### config.mk
export PLATFORM = sky130hd
export DESIGN_NAME = touch_gesture_to_pointer_events
export DESIGN_NICKNAME = d
export VERILOG_FILES = /design/src/rtl/tgpe_pkg.sv /design/src/rtl/tgpe_ctrl.sv /design/src/rtl/tgpe_dp.sv /design/src/rtl/touch_gesture_to_pointer_events.sv
export SDC_FILE = /design/constraint.sdc
export NUM_CORES = 2
export LEC_CHECK = 0
export ABC_AREA = 1
export BUFFER_PORTS_ARGS = -buffer_cell sky130_fd_sc_hd__buf_2
export CORE_MARGIN = 8
export CORE_UTILIZATION = 65
export CTS_CLUSTER_DIAMETER = 50
export CTS_CLUSTER_SIZE = 28
export DETAILED_ROUTE_END_ITERATION = 8
export GPL_ROUTABILITY_DRIVEN = 0
export PLACE_DENSITY = 0.81
export SLEW_MARGIN = 20
export SYNTH_ARGS = -nofsm -noshare
export SYNTH_HDL_FRONTEND = slang
export SYNTH_SLANG_ARGS = --single-unit
export TNS_END_PERCENT = 50
### constraint.sdc
create_clock -name clk -period 20.3 [get_ports clk]
set_input_delay 3.045 -clock clk [delete_from_list [all_inputs] [get_ports clk]]
set_output_delay 3.045 -clock clk [all_outputs]
set_load 0.01 [all_outputs]
### src/rtl/tgpe_pkg.sv
`timescale 1ns / 1ps
package tgpe_pkg;

  localparam int MAX_CLICKS = 15;
  localparam int CNT_W = $clog2(MAX_CLICKS + 1);

  localparam logic [1:0] MODE_BEGIN  = 2'd0;
  localparam logic [1:0] MODE_UPDATE = 2'd1;
  localparam logic [1:0] MODE_END    = 2'd2;
  localparam logic [1:0] MODE_UNUSED = 2'd3;

  localparam logic [2:0] G_ONE_TAP    = 3'd0;
  localparam logic [2:0] G_TWO_TAP    = 3'd1;
  localparam logic [2:0] G_THREE_TAP  = 3'd2;
  localparam logic [2:0] G_DRAG       = 3'd3;
  localparam logic [2:0] G_LONG_PRESS = 3'd4;
  localparam logic [2:0] G_TWO_DRAG   = 3'd5;
  localparam logic [2:0] G_PINCH      = 3'd6;
  localparam logic [2:0] G_UNUSED     = 3'd7;

  localparam logic [2:0] K_MOTION    = 3'd0;
  localparam logic [2:0] K_PRESS     = 3'd1;
  localparam logic [2:0] K_RELEASE   = 3'd2;
  localparam logic [2:0] K_CTRL_DOWN = 3'd3;
  localparam logic [2:0] K_CTRL_UP   = 3'd4;

  localparam logic [2:0] BTN_NONE  = 3'd0;
  localparam logic [2:0] BTN_LEFT  = 3'd1;
  localparam logic [2:0] BTN_MID   = 3'd2;
  localparam logic [2:0] BTN_RIGHT = 3'd3;
  localparam logic [2:0] BTN_UP    = 3'd4;
  localparam logic [2:0] BTN_DOWN  = 3'd5;
  localparam logic [2:0] BTN_LEFTW = 3'd6;
  localparam logic [2:0] BTN_RIGHTW = 3'd7;

  localparam logic [1:0] CFG_SCROLL_STEP = 2'd0;
  localparam logic [1:0] CFG_ZOOM_STEP   = 2'd1;
  localparam logic [1:0] CFG_TAP_TIMEOUT = 2'd2;
  localparam logic [1:0] CFG_TAP_RADIUS  = 2'd3;

  localparam logic [9:0]  SCROLL_STEP_RST = 10'd50;
  localparam logic [9:0]  ZOOM_STEP_RST   = 10'd30;
  localparam logic [15:0] TAP_TIMEOUT_RST = 16'd1000;
  localparam logic [9:0]  TAP_RADIUS_RST  = 10'd50;

  typedef struct packed {
    logic [1:0]         mode;
    logic [2:0]         gesture;
    logic [15:0]        pos_x;
    logic [15:0]        pos_y;
    logic signed [15:0] magnitude_x;
    logic signed [15:0] magnitude_y;
    logic [31:0]        now_ms;
  } in_item_t;

  typedef struct packed {
    logic [2:0]  kind;
    logic [2:0]  button;
    logic [15:0] out_x;
    logic [15:0] out_y;
    logic        last;
  } out_item_t;

  typedef struct packed {
    logic       load;
    logic       tap_mul;
    logic       tap_cmp;
    logic       sqrt_init;
    logic       ref_drag;
    logic       ref_pinch;
    logic       emit;
    logic [2:0] emit_kind;
    logic [2:0] emit_btn;
    logic       q_axis_x;
    logic       q_pinch;
    logic       q_move_up;
    logic       q_move_dn;
    logic       flush;
  } tgpe_cmd_t;

  typedef struct packed {
    logic [1:0] mode;
    logic [2:0] gesture;
    logic       push_ok;
    logic       flush_ok;
    logic       sqrt_done;
    logic       q_up;
    logic       q_dn;
  } tgpe_sts_t;

  function automatic logic [2:0] tap_button(input logic [2:0] g);
    case (g)
      G_ONE_TAP: tap_button = BTN_LEFT;
      G_TWO_TAP: tap_button = BTN_RIGHT;
      default:   tap_button = BTN_MID;
    endcase
  endfunction

endpackage

### src/rtl/tgpe_ctrl.sv
`timescale 1ns / 1ps
module tgpe_ctrl import tgpe_pkg::*; (
  input  logic      clk,
  input  logic      rst_n,
  input  logic      in_fire,
  input  tgpe_sts_t sts,
  output logic      idle,
  output tgpe_cmd_t cmd
);

  typedef enum logic [3:0] {
    S_IDLE, S_DISP, S_TAP_MUL, S_TAP_CMP, S_SQRT, S_MOT, S_BTN1, S_BTN2,
    S_CTRL_DN, S_Q_CHK, S_Q_PRESS, S_Q_REL, S_CTRL_UP, S_FLUSH
  } state_t;

  state_t           state_r, state_nxt;
  logic             axis_x_r, axis_x_nxt;
  logic             dn_r, dn_nxt;
  logic [CNT_W-1:0] cnt_r, cnt_nxt;

  logic is_tap, is_hold, is_pinch, cnt_ok;
  logic [2:0] hold_btn, up_btn, dn_btn;

  always_comb begin
    is_tap   = (sts.gesture == G_ONE_TAP) || (sts.gesture == G_TWO_TAP) ||
               (sts.gesture == G_THREE_TAP);
    is_hold  = (sts.gesture == G_DRAG) || (sts.gesture == G_LONG_PRESS);
    is_pinch = (sts.gesture == G_PINCH);
    hold_btn = (sts.gesture == G_DRAG) ? BTN_LEFT : BTN_RIGHT;
    cnt_ok   = (cnt_r != CNT_W'(MAX_CLICKS));
    up_btn   = (axis_x_r && !is_pinch) ? BTN_LEFTW : BTN_UP;
    dn_btn   = (axis_x_r && !is_pinch) ? BTN_RIGHTW : BTN_DOWN;
  end

  always_comb begin
    state_nxt  = state_r;
    axis_x_nxt = axis_x_r;
    dn_nxt     = dn_r;
    cnt_nxt    = cnt_r;
    cmd        = '0;
    cmd.q_axis_x = axis_x_r;
    cmd.q_pinch  = is_pinch;
    idle       = (state_r == S_IDLE);

    unique case (state_r)
      S_IDLE: begin
        if (in_fire) begin
          cmd.load  = 1'b1;
          state_nxt = S_DISP;
        end
      end
      S_DISP: begin
        axis_x_nxt = is_pinch;
        dn_nxt     = 1'b0;
        cnt_nxt    = '0;
        if (sts.mode == MODE_BEGIN && is_tap) begin
          state_nxt = S_TAP_MUL;
        end else if (is_pinch && (sts.mode == MODE_BEGIN || sts.mode == MODE_UPDATE)) begin
          cmd.sqrt_init = 1'b1;
          state_nxt     = S_SQRT;
        end else if (sts.mode == MODE_BEGIN && sts.gesture == G_TWO_DRAG) begin
          cmd.ref_drag = 1'b1;
          state_nxt    = S_MOT;
        end else if (is_hold && sts.mode != MODE_UNUSED) begin
          state_nxt = S_MOT;
        end else if (sts.mode == MODE_UPDATE && sts.gesture == G_TWO_DRAG) begin
          state_nxt = S_MOT;
        end else begin
          state_nxt = S_FLUSH;
        end
      end
      S_TAP_MUL: begin
        cmd.tap_mul = 1'b1;
        state_nxt   = S_TAP_CMP;
      end
      S_TAP_CMP: begin
        cmd.tap_cmp = 1'b1;
        state_nxt   = S_MOT;
      end
      S_SQRT: begin
        if (sts.sqrt_done) begin
          cmd.ref_pinch = (sts.mode == MODE_BEGIN);
          state_nxt     = S_MOT;
        end
      end
      S_MOT: begin
        if (sts.push_ok) begin
          cmd.emit      = 1'b1;
          cmd.emit_kind = K_MOTION;
          cmd.emit_btn  = BTN_NONE;
          if (sts.mode == MODE_BEGIN && (is_tap || is_hold)) begin
            state_nxt = S_BTN1;
          end else if (sts.mode == MODE_END && is_hold) begin
            state_nxt = S_BTN1;
          end else if (sts.mode == MODE_UPDATE && sts.gesture == G_TWO_DRAG) begin
            state_nxt = S_Q_CHK;
          end else if (sts.mode == MODE_UPDATE && is_pinch && (sts.q_up || sts.q_dn)) begin
            state_nxt = S_CTRL_DN;
          end else begin
            state_nxt = S_FLUSH;
          end
        end
      end
      S_BTN1: begin
        if (sts.push_ok) begin
          cmd.emit = 1'b1;
          if (is_tap) begin
            cmd.emit_kind = K_PRESS;
            cmd.emit_btn  = tap_button(sts.gesture);
            state_nxt     = S_BTN2;
          end else begin
            cmd.emit_kind = (sts.mode == MODE_END) ? K_RELEASE : K_PRESS;
            cmd.emit_btn  = hold_btn;
            state_nxt     = S_FLUSH;
          end
        end
      end
      S_BTN2: begin
        if (sts.push_ok) begin
          cmd.emit      = 1'b1;
          cmd.emit_kind = K_RELEASE;
          cmd.emit_btn  = tap_button(sts.gesture);
          state_nxt     = S_FLUSH;
        end
      end
      S_CTRL_DN: begin
        if (sts.push_ok) begin
          cmd.emit      = 1'b1;
          cmd.emit_kind = K_CTRL_DOWN;
          cmd.emit_btn  = BTN_NONE;
          state_nxt     = S_Q_CHK;
        end
      end
      S_Q_CHK: begin
        if (!dn_r) begin
          if (cnt_ok && sts.q_up) begin
            state_nxt = S_Q_PRESS;
          end else begin
            dn_nxt  = 1'b1;
            cnt_nxt = '0;
          end
        end else if (cnt_ok && sts.q_dn) begin
          state_nxt = S_Q_PRESS;
        end else begin
          // One axis is done: a two-finger drag goes from vertical to horizontal scroll; a pinch ends with control up.
          dn_nxt  = 1'b0;
          cnt_nxt = '0;
          if (is_pinch) begin
            state_nxt = S_CTRL_UP;
          end else if (!axis_x_r) begin
            axis_x_nxt = 1'b1;
          end else begin
            state_nxt = S_FLUSH;
          end
        end
      end
      S_Q_PRESS: begin
        if (sts.push_ok) begin
          cmd.emit      = 1'b1;
          cmd.emit_kind = K_PRESS;
          cmd.emit_btn  = dn_r ? dn_btn : up_btn;
          state_nxt     = S_Q_REL;
        end
      end
      S_Q_REL: begin
        if (sts.push_ok) begin
          cmd.emit      = 1'b1;
          cmd.emit_kind = K_RELEASE;
          cmd.emit_btn  = dn_r ? dn_btn : up_btn;
          cmd.q_move_up = !dn_r;
          cmd.q_move_dn = dn_r;
          cnt_nxt       = cnt_r + CNT_W'(1);
          state_nxt     = S_Q_CHK;
        end
      end
      S_CTRL_UP: begin
        if (sts.push_ok) begin
          cmd.emit      = 1'b1;
          cmd.emit_kind = K_CTRL_UP;
          cmd.emit_btn  = BTN_NONE;
          state_nxt     = S_FLUSH;
        end
      end
      S_FLUSH: begin
        if (sts.flush_ok) begin
          cmd.flush = 1'b1;
          state_nxt = S_IDLE;
        end
      end
      default: state_nxt = S_IDLE;
    endcase
  end

  always_ff @(posedge clk) begin
    if (!rst_n) begin
      state_r  <= S_IDLE;
      axis_x_r <= 1'b0;
      dn_r     <= 1'b0;
      cnt_r    <= '0;
    end else begin
      state_r  <= state_nxt;
      axis_x_r <= axis_x_nxt;
      dn_r     <= dn_nxt;
      cnt_r    <= cnt_nxt;
    end
  end

endmodule

### src/rtl/tgpe_dp.sv
`timescale 1ns / 1ps
module tgpe_dp import tgpe_pkg::*; (
  input  logic        clk,
  input  logic        rst_n,
  input  in_item_t    in_data,
  input  logic        cfg_we,
  input  logic [1:0]  cfg_index,
  input  logic [15:0] cfg_data,
  input  tgpe_cmd_t   cmd,
  output tgpe_sts_t   sts,
  input  logic        out_stall,
  output logic        out_valid,
  output out_item_t   out_data
);

  in_item_t in_r;
  logic [9:0]  scroll_step_r, zoom_step_r, tap_radius_r;
  logic [15:0] tap_timeout_r;

  logic signed [17:0] ref_x_r, ref_y_r;
  logic [15:0] first_x_r, first_y_r, ox_r, oy_r;
  logic        tap_seen_r;
  logic [31:0] last_ms_r;

  logic [33:0] dx2_r, dy2_r;
  logic [19:0] r2_r;
  logic        win_r;

  logic [31:0] sq_rem_r, sq_root_r;
  logic [3:0]  sq_cnt_r;
  logic        sq_run_r;

  logic       pend_v_r;
  logic [2:0] pend_kind_r, pend_btn_r;
  logic       out_valid_r;
  out_item_t  out_r;

  // Tap distance terms.
  logic signed [16:0] dx, dy;
  logic signed [33:0] dx_sq, dy_sq;
  logic [15:0] ax, ay;
  logic [31:0] mag_sq;
  logic [34:0] d2;
  logic [31:0] elapsed;

  // Square root step.
  logic [31:0] sq_bit, sq_trial;

  // Quantizer.
  logic [9:0]         step;
  logic signed [17:0] target, refv;
  logic signed [18:0] diff, pos_s, neg_s;

  logic out_free, push_ok;

  always_comb begin
    dx      = $signed({1'b0, first_x_r}) - $signed({1'b0, in_r.pos_x});
    dy      = $signed({1'b0, first_y_r}) - $signed({1'b0, in_r.pos_y});
    dx_sq   = dx * dx;
    dy_sq   = dy * dy;
    ax      = in_r.magnitude_x[15] ? 16'(-in_r.magnitude_x) : in_r.magnitude_x;
    ay      = in_r.magnitude_y[15] ? 16'(-in_r.magnitude_y) : in_r.magnitude_y;
    mag_sq  = ax * ax + ay * ay;
    d2      = {1'b0, dx2_r} + {1'b0, dy2_r};
    elapsed = in_r.now_ms - last_ms_r;

    sq_bit   = 32'h4000_0000 >> {sq_cnt_r, 1'b0};
    sq_trial = sq_root_r + sq_bit;

    step = cmd.q_pinch ? zoom_step_r : scroll_step_r;
    if (step == 10'd0) begin
      step = 10'd1;
    end
    if (!cmd.q_axis_x) begin
      target = 18'(in_r.magnitude_y);
    end else if (cmd.q_pinch) begin
      target = $signed({1'b0, sq_root_r[16:0]});
    end else begin
      target = 18'(in_r.magnitude_x);
    end
    refv  = cmd.q_axis_x ? ref_x_r : ref_y_r;
    diff  = 19'(target) - 19'(refv);
    pos_s = $signed({9'd0, step});
    neg_s = -pos_s;

    out_free = !out_valid_r || !out_stall;
    push_ok  = !pend_v_r || out_free;

    sts.mode      = in_r.mode;
    sts.gesture   = in_r.gesture;
    sts.push_ok   = push_ok;
    sts.flush_ok  = push_ok;
    sts.sqrt_done = !sq_run_r;
    sts.q_up      = diff > pos_s;
    sts.q_dn      = diff < neg_s;
  end

  assign out_valid = out_valid_r;
  assign out_data  = out_r;

  // Payload registers.
  always_ff @(posedge clk) begin
    if (cmd.load) begin
      in_r <= in_data;
      ox_r <= in_data.pos_x;
      oy_r <= in_data.pos_y;
    end
    if (cmd.tap_mul) begin
      dx2_r <= dx_sq;
      dy2_r <= dy_sq;
      r2_r  <= tap_radius_r * tap_radius_r;
    end
    if (cmd.tap_cmp && win_r && (d2 < {15'd0, r2_r})) begin
      ox_r <= first_x_r;
      oy_r <= first_y_r;
    end
    if (cmd.sqrt_init) begin
      sq_rem_r  <= mag_sq;
      sq_root_r <= '0;
    end else if (sq_run_r) begin
      if (sq_rem_r >= sq_trial) begin
        sq_rem_r  <= sq_rem_r - sq_trial;
        sq_root_r <= (sq_root_r >> 1) + sq_bit;
      end else begin
        sq_root_r <= sq_root_r >> 1;
      end
    end
    if (cmd.emit) begin
      pend_kind_r <= cmd.emit_kind;
      pend_btn_r  <= cmd.emit_btn;
    end
    if ((cmd.emit || cmd.flush) && pend_v_r) begin
      out_r.kind   <= pend_kind_r;
      out_r.button <= pend_btn_r;
      out_r.out_x  <= ox_r;
      out_r.out_y  <= oy_r;
      out_r.last   <= cmd.flush;
    end
  end

  // Control and architectural state.
  always_ff @(posedge clk) begin
    if (!rst_n) begin
      scroll_step_r <= SCROLL_STEP_RST;
      zoom_step_r   <= ZOOM_STEP_RST;
      tap_timeout_r <= TAP_TIMEOUT_RST;
      tap_radius_r  <= TAP_RADIUS_RST;
      ref_x_r       <= '0;
      ref_y_r       <= '0;
      first_x_r     <= '0;
      first_y_r     <= '0;
      tap_seen_r    <= 1'b0;
      last_ms_r     <= '0;
      win_r         <= 1'b0;
      sq_run_r      <= 1'b0;
      sq_cnt_r      <= '0;
      pend_v_r      <= 1'b0;
      out_valid_r   <= 1'b0;
    end else begin
      if (cfg_we) begin
        unique case (cfg_index)
          CFG_SCROLL_STEP: scroll_step_r <= cfg_data[9:0];
          CFG_ZOOM_STEP:   zoom_step_r   <= cfg_data[9:0];
          CFG_TAP_TIMEOUT: tap_timeout_r <= cfg_data;
          CFG_TAP_RADIUS:  tap_radius_r  <= cfg_data[9:0];
          default: ;
        endcase
      end
      if (cmd.tap_mul) begin
        win_r <= tap_seen_r && (elapsed < {16'd0, tap_timeout_r});
      end
      if (cmd.tap_cmp) begin
        // A tap that does not snap becomes the new first tap.
        if (!(win_r && (d2 < {15'd0, r2_r}))) begin
          first_x_r <= in_r.pos_x;
          first_y_r <= in_r.pos_y;
        end
        tap_seen_r <= 1'b1;
        last_ms_r  <= in_r.now_ms;
      end
      if (cmd.sqrt_init) begin
        sq_run_r <= 1'b1;
        sq_cnt_r <= '0;
      end else if (sq_run_r) begin
        sq_cnt_r <= sq_cnt_r + 4'd1;
        if (sq_cnt_r == 4'd15) begin
          sq_run_r <= 1'b0;
        end
      end
      if (cmd.ref_drag) begin
        ref_x_r <= 18'(in_r.magnitude_x);
        ref_y_r <= 18'(in_r.magnitude_y);
      end
      if (cmd.ref_pinch) begin
        ref_x_r <= $signed({1'b0, sq_root_r[16:0]});
      end
      if (cmd.q_move_up || cmd.q_move_dn) begin
        if (cmd.q_axis_x) begin
          ref_x_r <= cmd.q_move_up ? ref_x_r + $signed({8'd0, step})
                                   : ref_x_r - $signed({8'd0, step});
        end else begin
          ref_y_r <= cmd.q_move_up ? ref_y_r + $signed({8'd0, step})
                                   : ref_y_r - $signed({8'd0, step});
        end
      end
      // The newest result waits in the pending slot until the next one shows
      // whether it is the last of its burst.
      if (cmd.emit) begin
        pend_v_r <= 1'b1;
      end else if (cmd.flush) begin
        pend_v_r <= 1'b0;
      end
      if ((cmd.emit || cmd.flush) && pend_v_r) begin
        out_valid_r <= 1'b1;
      end else if (out_valid_r && !out_stall) begin
        out_valid_r <= 1'b0;
      end
    end
  end

endmodule

### src/rtl/touch_gesture_to_pointer_events.sv
`timescale 1ns / 1ps
// Turns touch gesture events into mouse-style events, one result per cycle
// at best. The input is stalled while an item is at work, so a new item is
// taken only once the last one is through. A pinch begin or update waits for
// the square root, 16 steps at one bit pair per cycle; a pinch update that
// zooms then adds a control press, a press and release per zoom click and a
// control release. A two-finger drag update adds a press and release per
// scroll click on each axis, up to the click cap. Stalls on the result side
// hold the block back. The configuration port is always ready.
module touch_gesture_to_pointer_events import tgpe_pkg::*; (
  input  logic        clk,
  input  logic        rst_n,
  input  logic        in_valid,
  output logic        in_stall,
  input  in_item_t    in_data,
  output logic        out_valid,
  input  logic        out_stall,
  output out_item_t   out_data,
  input  logic        cfg_valid,
  output logic        cfg_ready,
  input  logic [1:0]  cfg_index,
  input  logic [15:0] cfg_data
);

  tgpe_cmd_t cmd;
  tgpe_sts_t sts;
  logic      idle;

  assign in_stall  = !idle;
  assign cfg_ready = 1'b1;

  tgpe_ctrl u_ctrl (
    .clk     (clk),
    .rst_n   (rst_n),
    .in_fire (in_valid && idle),
    .sts     (sts),
    .idle    (idle),
    .cmd     (cmd)
  );

  tgpe_dp u_dp (
    .clk       (clk),
    .rst_n     (rst_n),
    .in_data   (in_data),
    .cfg_we    (cfg_valid && cfg_ready),
    .cfg_index (cfg_index),
    .cfg_data  (cfg_data),
    .cmd       (cmd),
    .sts       (sts),
    .out_stall (out_stall),
    .out_valid (out_valid),
    .out_data  (out_data)
  );

endmodule

* Word-level counts from Yosys, hierarchy flattened
Index checks and enable logic that the tools add are counted.
** Storage, ports and cells
- Bits in latches :: 0
- Memories :: 0
- Bits in read-only memories :: 0
- Word-level logic and storage cells :: 271
- Bits in registers :: 495
- Output and inout port bits :: 42
- Bits in writable memories :: 0
** Cells by class
- Shift operators :: 1
- Equality and inequality tests :: 43
- Divide/modulo/power cells :: 0
- Reductions and logical operators :: 59
- $mul :: 5
- Bitwise operators :: 2
- Multiplexer cells :: 98
- Order comparisons :: 5
- $add $sub $neg :: 18
** Operators with widths (count)
- two-way mux 18 bit :: 12
- two-way mux 32 bit :: 4
- two-way mux 4 bit :: 26
- two-way mux 16 bit :: 6
- multiplier 17 x 17 -> 34 bit :: 2
- adder 32 bit :: 2
- multiplier 16 x 16 -> 32 bit :: 2
- subtractor 32 bit :: 2
- two-way mux 7 bit :: 7
- one-hot mux 7 bit (7 select lines) :: 1
- one-hot mux 4 bit (12 select lines) :: 1
- adder 18 x 11 -> 18 bit :: 2
- subtractor 18 x 11 -> 18 bit :: 2
- adder 34 x 34 -> 35 bit :: 1
- less-than comparator 35 x 20 -> 1 bit :: 1
- subtractor 16 x 16 -> 17 bit :: 2
- adder 31 x 32 -> 32 bit :: 1
- >= comparator 32 bit :: 1
- less-than comparator 32 x 16 -> 1 bit :: 1
- negator 16 bit :: 2
- right shift 31 x 5 -> 32 bit, first input constant :: 1
- equality test 4 bit, second input constant :: 7
- two-way mux 1 bit :: 24
- multiplier 10 x 10 -> 20 bit :: 1
- other kinds (41) :: 120

* Logic depth before layout (Yosys ltp)
- Depth in word-level cells :: 14
- Gate-level depth with buffers :: 38

* Worst setup path after synthesis
No wires, ideal clock.
- Kind :: register -> register
- Start :: register u_dp.in_r[48] (netlist bit)
- End :: register u_dp.sq_rem_r[27], data pin
- Setup time :: 0.258 ns
- Slack :: 12.052 ns
- Cell stages (with the launch flop) :: 33
- Clock period less this slack :: 8.248 ns
- Arrival time :: 7.990 ns
- Cell sequence :: edfxtp_1 -> inv_1 -> clkbuf_1 -> ha_1 -> nand3_1 -> nand2_1 -> xor2_1 -> clkinv_1 -> nor2_1 -> inv_1 -> fa_1 -> fa_1 -> inv_1 -> fa_1 -> inv_1 -> fa_1 -> inv_1 -> fa_1 -> fa_1 -> fa_1 -> fa_1 -> ha_1 -> nand2_1 -> nor2_1 -> nand3_1 -> nand3_1 -> a21oi_1 -> o21ai_0 -> a21oi_1 -> o21ai_0 -> a21oi_1 -> o21ai_0 -> nand2_1
** On the way
- Cells in the longest elaborated chain, start to end :: 5
** Ends and longest elaborated chain
- start: declaration :: RTL line tgpe_dp.sv:16 : in_item_t in_r;
- start signal: assignment :: RTL line tgpe_dp.sv:104 : in_r <= in_data;
- negator 16 bit :: RTL line tgpe_dp.sv:61 : ax = in_r.magnitude_x[15] ? 16'(-in_r.magnitude_x) : in_r.magnitude_x;
- two-way mux 16 bit (*) :: RTL line tgpe_dp.sv:61
- multiplier 16 x 16 -> 32 bit (*) :: RTL line tgpe_dp.sv:63 : mag_sq = ax * ax + ay * ay;
- adder 32 bit (*) :: RTL line tgpe_dp.sv:63
- two-way mux 32 bit (*) :: RTL line tgpe_dp.sv:117 : if (cmd.sqrt_init) begin
- end signal: assignment :: RTL line tgpe_dp.sv:118 : sq_rem_r <= mag_sq;
- end signal: assignment :: RTL line tgpe_dp.sv:122 : sq_rem_r <= sq_rem_r - sq_trial;
- end: declaration :: RTL line tgpe_dp.sv:29 : logic [31:0] sq_rem_r, sq_root_r;
Mark *: on every way between the ends. The rest lies on a longest branch, timed or not.
A chain may end at the register's enable or synchronous reset.

* Worst setup path in the final report
Ends and elaborated chain as after synthesis.

==> results.env <==
RUN_STATUS='complete, no violations'
NUMBER_OF_SYNTHESIZED_REGISTER_BITS=492
PLACED_WIRE_LENGTH_ESTIMATE_UM=158500
POSTSYNTH.TOPFLOPCELL='sky130_fd_sc_hd__edfxtp_1'
CRITICAL_PATH.MAX_STAGE_DELAY_NS=0.71
POSTCTSRESIZEDCELLS=0
CTS_BUFFER_DEPTH=3
MAXCAPVIOLATIONS=0
VIAS=59813
SYNTH_CELL_TYPE_COUNT=67
FINAL_CORE_UTIL_PCT=69.59
CP_ARRIVAL_NS=10.03
CRITPATHSLOWESTCELL='sky130_fd_sc_hd__xor2_1'
SKEW_NS=0.03769
MET3_WIRELENGTH_UM=19930
POST-ROUTE-PERIOD-UTIL_PCT=47.39
ASYNC_RESET_FF_SHARE_PCT=0
WORST_SETUP_PATH_START_KIND='register'
CRIT_FAMILY='adder cells'
CLK_PIN_SLEW_NS=0.07
RRSETUPSLACK_NS=10.68
CELL_AREA_AFTER_PLACEMENT_UM2=72930
CLOCK_SINK_COUNT=492
GRT_SETUP_UNREPAIRED='false'
INITIAL_CELL_DENSITY_OF_THE_CORE_PCT=65.22
TRITONCTS.NUM_BUFFERS=70
CP.REQUIRED_NS=20.71
WORSTMARGINPINSLEW_NS=1.127
SYN-INSTANCE-COUNT=8841
LAYOUT-DRIVE-GT1-SHARE_PCT=4.646
CLOCK.FMAX_MHz=103.9
DRT_DRC=0
DRT-WIRELENGTH-PER-CELL_UM=18.56
ANTENNA_FOUND_INITIAL=13
YOSYSWARNINGS=0
DIE_X_UM=345.8
SYN-MEAN-INSTANCE-AREA_UM2=7.997
CLOCK_LATENCY_NS=0.67
GRT_PASS1_VIAS=61370
FINALSETUPTNS_NS=0
GRT_FIRST_PASS_WIRELENGTH_UM=311400
DIE_OUTLINE_AREA_UM2=119600
POST-ROUTE-CELL-AREA_UM2=75430
YS_SEQ_AREA_SHARE_PCT=18.11
DIE_HEIGHT_UM=345.8
HOLD_SP='u_dp.oy_r[8]'
CTS_SETUP_BUFFERS=0
DRV_SLEW=0
PATH_MAX_FANOUT=13
NUMBER_OF_ENABLE_TYPE_REGISTER_CELLS_IN_THE_SYNTHESIZED_NETLIST=295
CRIT_PATH_FREQUENT_CELL='sky130_fd_sc_hd__fa_1'
ROUTED-WL-MET2_UM=90460
FINALHOLDWORSTSLACK_NS=0.4163
NUM-NETS-FINAL=10756
GLOBALROUTEOVERFLOWTOTAL=0
FINALWIRELENGTH_UM=193700
INITIALDRTVIOLATIONCOUNT=5482
TIMING.HOLD.WORST.CLASS='reg2reg'
LAYOUT.CELLS.MOST_COMMON='sky130_fd_sc_hd__inv_1'
GRT_MAX_DEGREE=97
MOST-COMMON-LAYOUT-CELLS='sky130_fd_sc_hd__inv_1, sky130_fd_sc_hd__nand2_1, sky130_fd_sc_hd__fa_1'
FLOORPLAN.IO_PINS=166
AREA_GROWTH_SYN_TO_LAYOUT_PCT=6.691
HTREE_NUM_LEVELS=3
TOP_SIGNAL_LAYER_USED='met5'
TIMING.FINAL.SETUP_VIOLATIONS=0
SETUP.WORST_PATH.START='u_dp.in_r[48]'
ANT_NETS=0
WORST-SETUP-PATH-TYPE='reg2reg'
DRT-VIAS-PER-INSTANCE=5.730
CRIT-REG2REG-LAUNCH='u_dp.in_r[48]'
GLOBAL_ROUTE.USAGE.TOTAL_PCT=32.12
FINAL_PERIOD_MINUS_WORST_SETUP_SLACK_NS=9.621
TOTAL_ITERATIONS_OF_THE_FIRST_DETAILED_ROUTING_RUN=6
TIMING_HOLD_VIOLATIONS_FINAL=0
NUM_ROWS=121
POST_SYN_AREA_UM2=70700
CTSHOLDBUFFERS=0
TRITONCTS_CLOCK_TREE='done'
CLOCK-ROOT-BUFFER='sky130_fd_sc_hd__clkbuf_16'
CORE_AREA_UM2=108400
SLEW_HEADROOM_PCT=24.61
IO_BUFFERS=164
M1WIRELENGTH_UM=72750
WORST_SETUP_PATH_END_KIND='register'
PATH_BUF_INV=6
-- per-layer routing --
layer,vias to the layer above,GRT usage [%]
met5,-,0
met4,2,15.32
met3,647,7.773
met2,2982,52.98
met1,28476,39.71
li1,27706,-
-- logic make-up (layout without fill, tap and decap cells) --
logic type | count (synthesis) | after routing | share of synthesized area (%)
compound gates | 1244 | 1244 | 9.688
flops | 492 | 492 | 18.11
buf+inv | 2278 | 2429 | 12.21
simple gates | 2892 | 2892 | 16.76
fa+ha+maj | 1671 | 1671 | 39.95
xor+xnor | 262 | 262 | 3.267
other cells | 2 | 34 | 0.01062
-- path summary, 6_finish.rpt --
kind / end / cells past startpoint
worst max register to register: u_dp.sq_rem_r[27] / 31
worst min register to register: u_dp.out_data[9] / 0
worst max-delay path: u_dp.sq_rem_r[27] / 31
worst min-delay path: u_dp.out_data[9] / 0
-- Yosys cell counts, drive strengths merged (5+ instances only) --
library cell | n | area share [%]
a21oi | 555 | 4.0
buf | 38 | 0.32
o21a | 11 | 0.12
a21o | 33 | 0.35
a311oi | 6 | 0.074
nand4 | 90 | 0.80
o2111ai | 6 | 0.074
a31o | 6 | 0.074
nor4 | 14 | 0.12
a211oi | 19 | 0.21
or2 | 42 | 0.37
nand3b | 17 | 0.18
clkbuf | 141 | 0.75
and2 | 5 | 0.044
o21ai | 448 | 3.2
o31ai | 9 | 0.096
inv | 2083 | 11
nor2 | 807 | 4.3
fa | 977 | 28
xor2 | 170 | 2.1
edfxtp | 295 | 13
ha | 694 | 12
xnor2 | 92 | 1.1
o21bai | 36 | 0.38
a21boi | 14 | 0.15
a221oi | 5 | 0.062
nand2 | 1566 | 8.3
nor3 | 91 | 0.68
clkinv | 16 | 0.085
nand3 | 254 | 1.8
o211ai | 31 | 0.33
o221ai | 7 | 0.087
a31oi | 49 | 0.44
dfxtp | 197 | 5.6
-- registers in the layout, indices dropped and copies added (netlist names), 4 cells and up --
register / count
u_dp.dy2_r: 33
u_dp.r2_r: 19
u_dp.zoom_step_r: 10
u_dp.scroll_step_r: 10
u_dp.oy_r: 16
u_dp.out_data: 39
u_dp.tap_timeout_r: 16
u_dp.sts: 5
u_ctrl.state_r: 4
u_dp.first_y_r: 16
u_dp.ox_r: 16
u_dp.tap_radius_r: 10
u_dp.ref_y_r: 18
u_dp.sq_cnt_r: 4
u_dp.sq_rem_r: 32
u_ctrl.cnt_r: 4
u_dp.ref_x_r: 18
u_dp.in_r: 96
u_dp.first_x_r: 16
u_dp.dx2_r: 33
u_dp.last_ms_r: 32
u_dp.sq_root_r: 32
-- layout make-up --
| class | count | area, µm² |
|---|---|---|
| multi-input combinational | 6098 | 49390 |
| fill | 8405 | 32970 |
| sequential | 492 | 12800 |
| inverter | 2099 | 7883 |
| clock buffer | 77 | 1831 |
| tap | 1414 | 1769 |
| timing repair buffer | 200 | 1106 |
| clock inverter | 53 | 639.4 |
| antenna | 5 | 12.51 |
-- per-stage QoR --
| stage | std cells | setup WS (ns) |
|---|---|---|
| after floorplan | 8868 | 12.05 |
| after global placement | 10302 | 11.11 |
| after detailed placement | 10302 | 10.88 |
| after CTS | 10432 | 10.89 |
| after global routing | 10437 | 10.25 |
| final | 10438 | 10.68 |
Power is left out: the tool's default activity adds up to more than one toggle a clock period on the data nets, which glitch-free logic cannot reach.
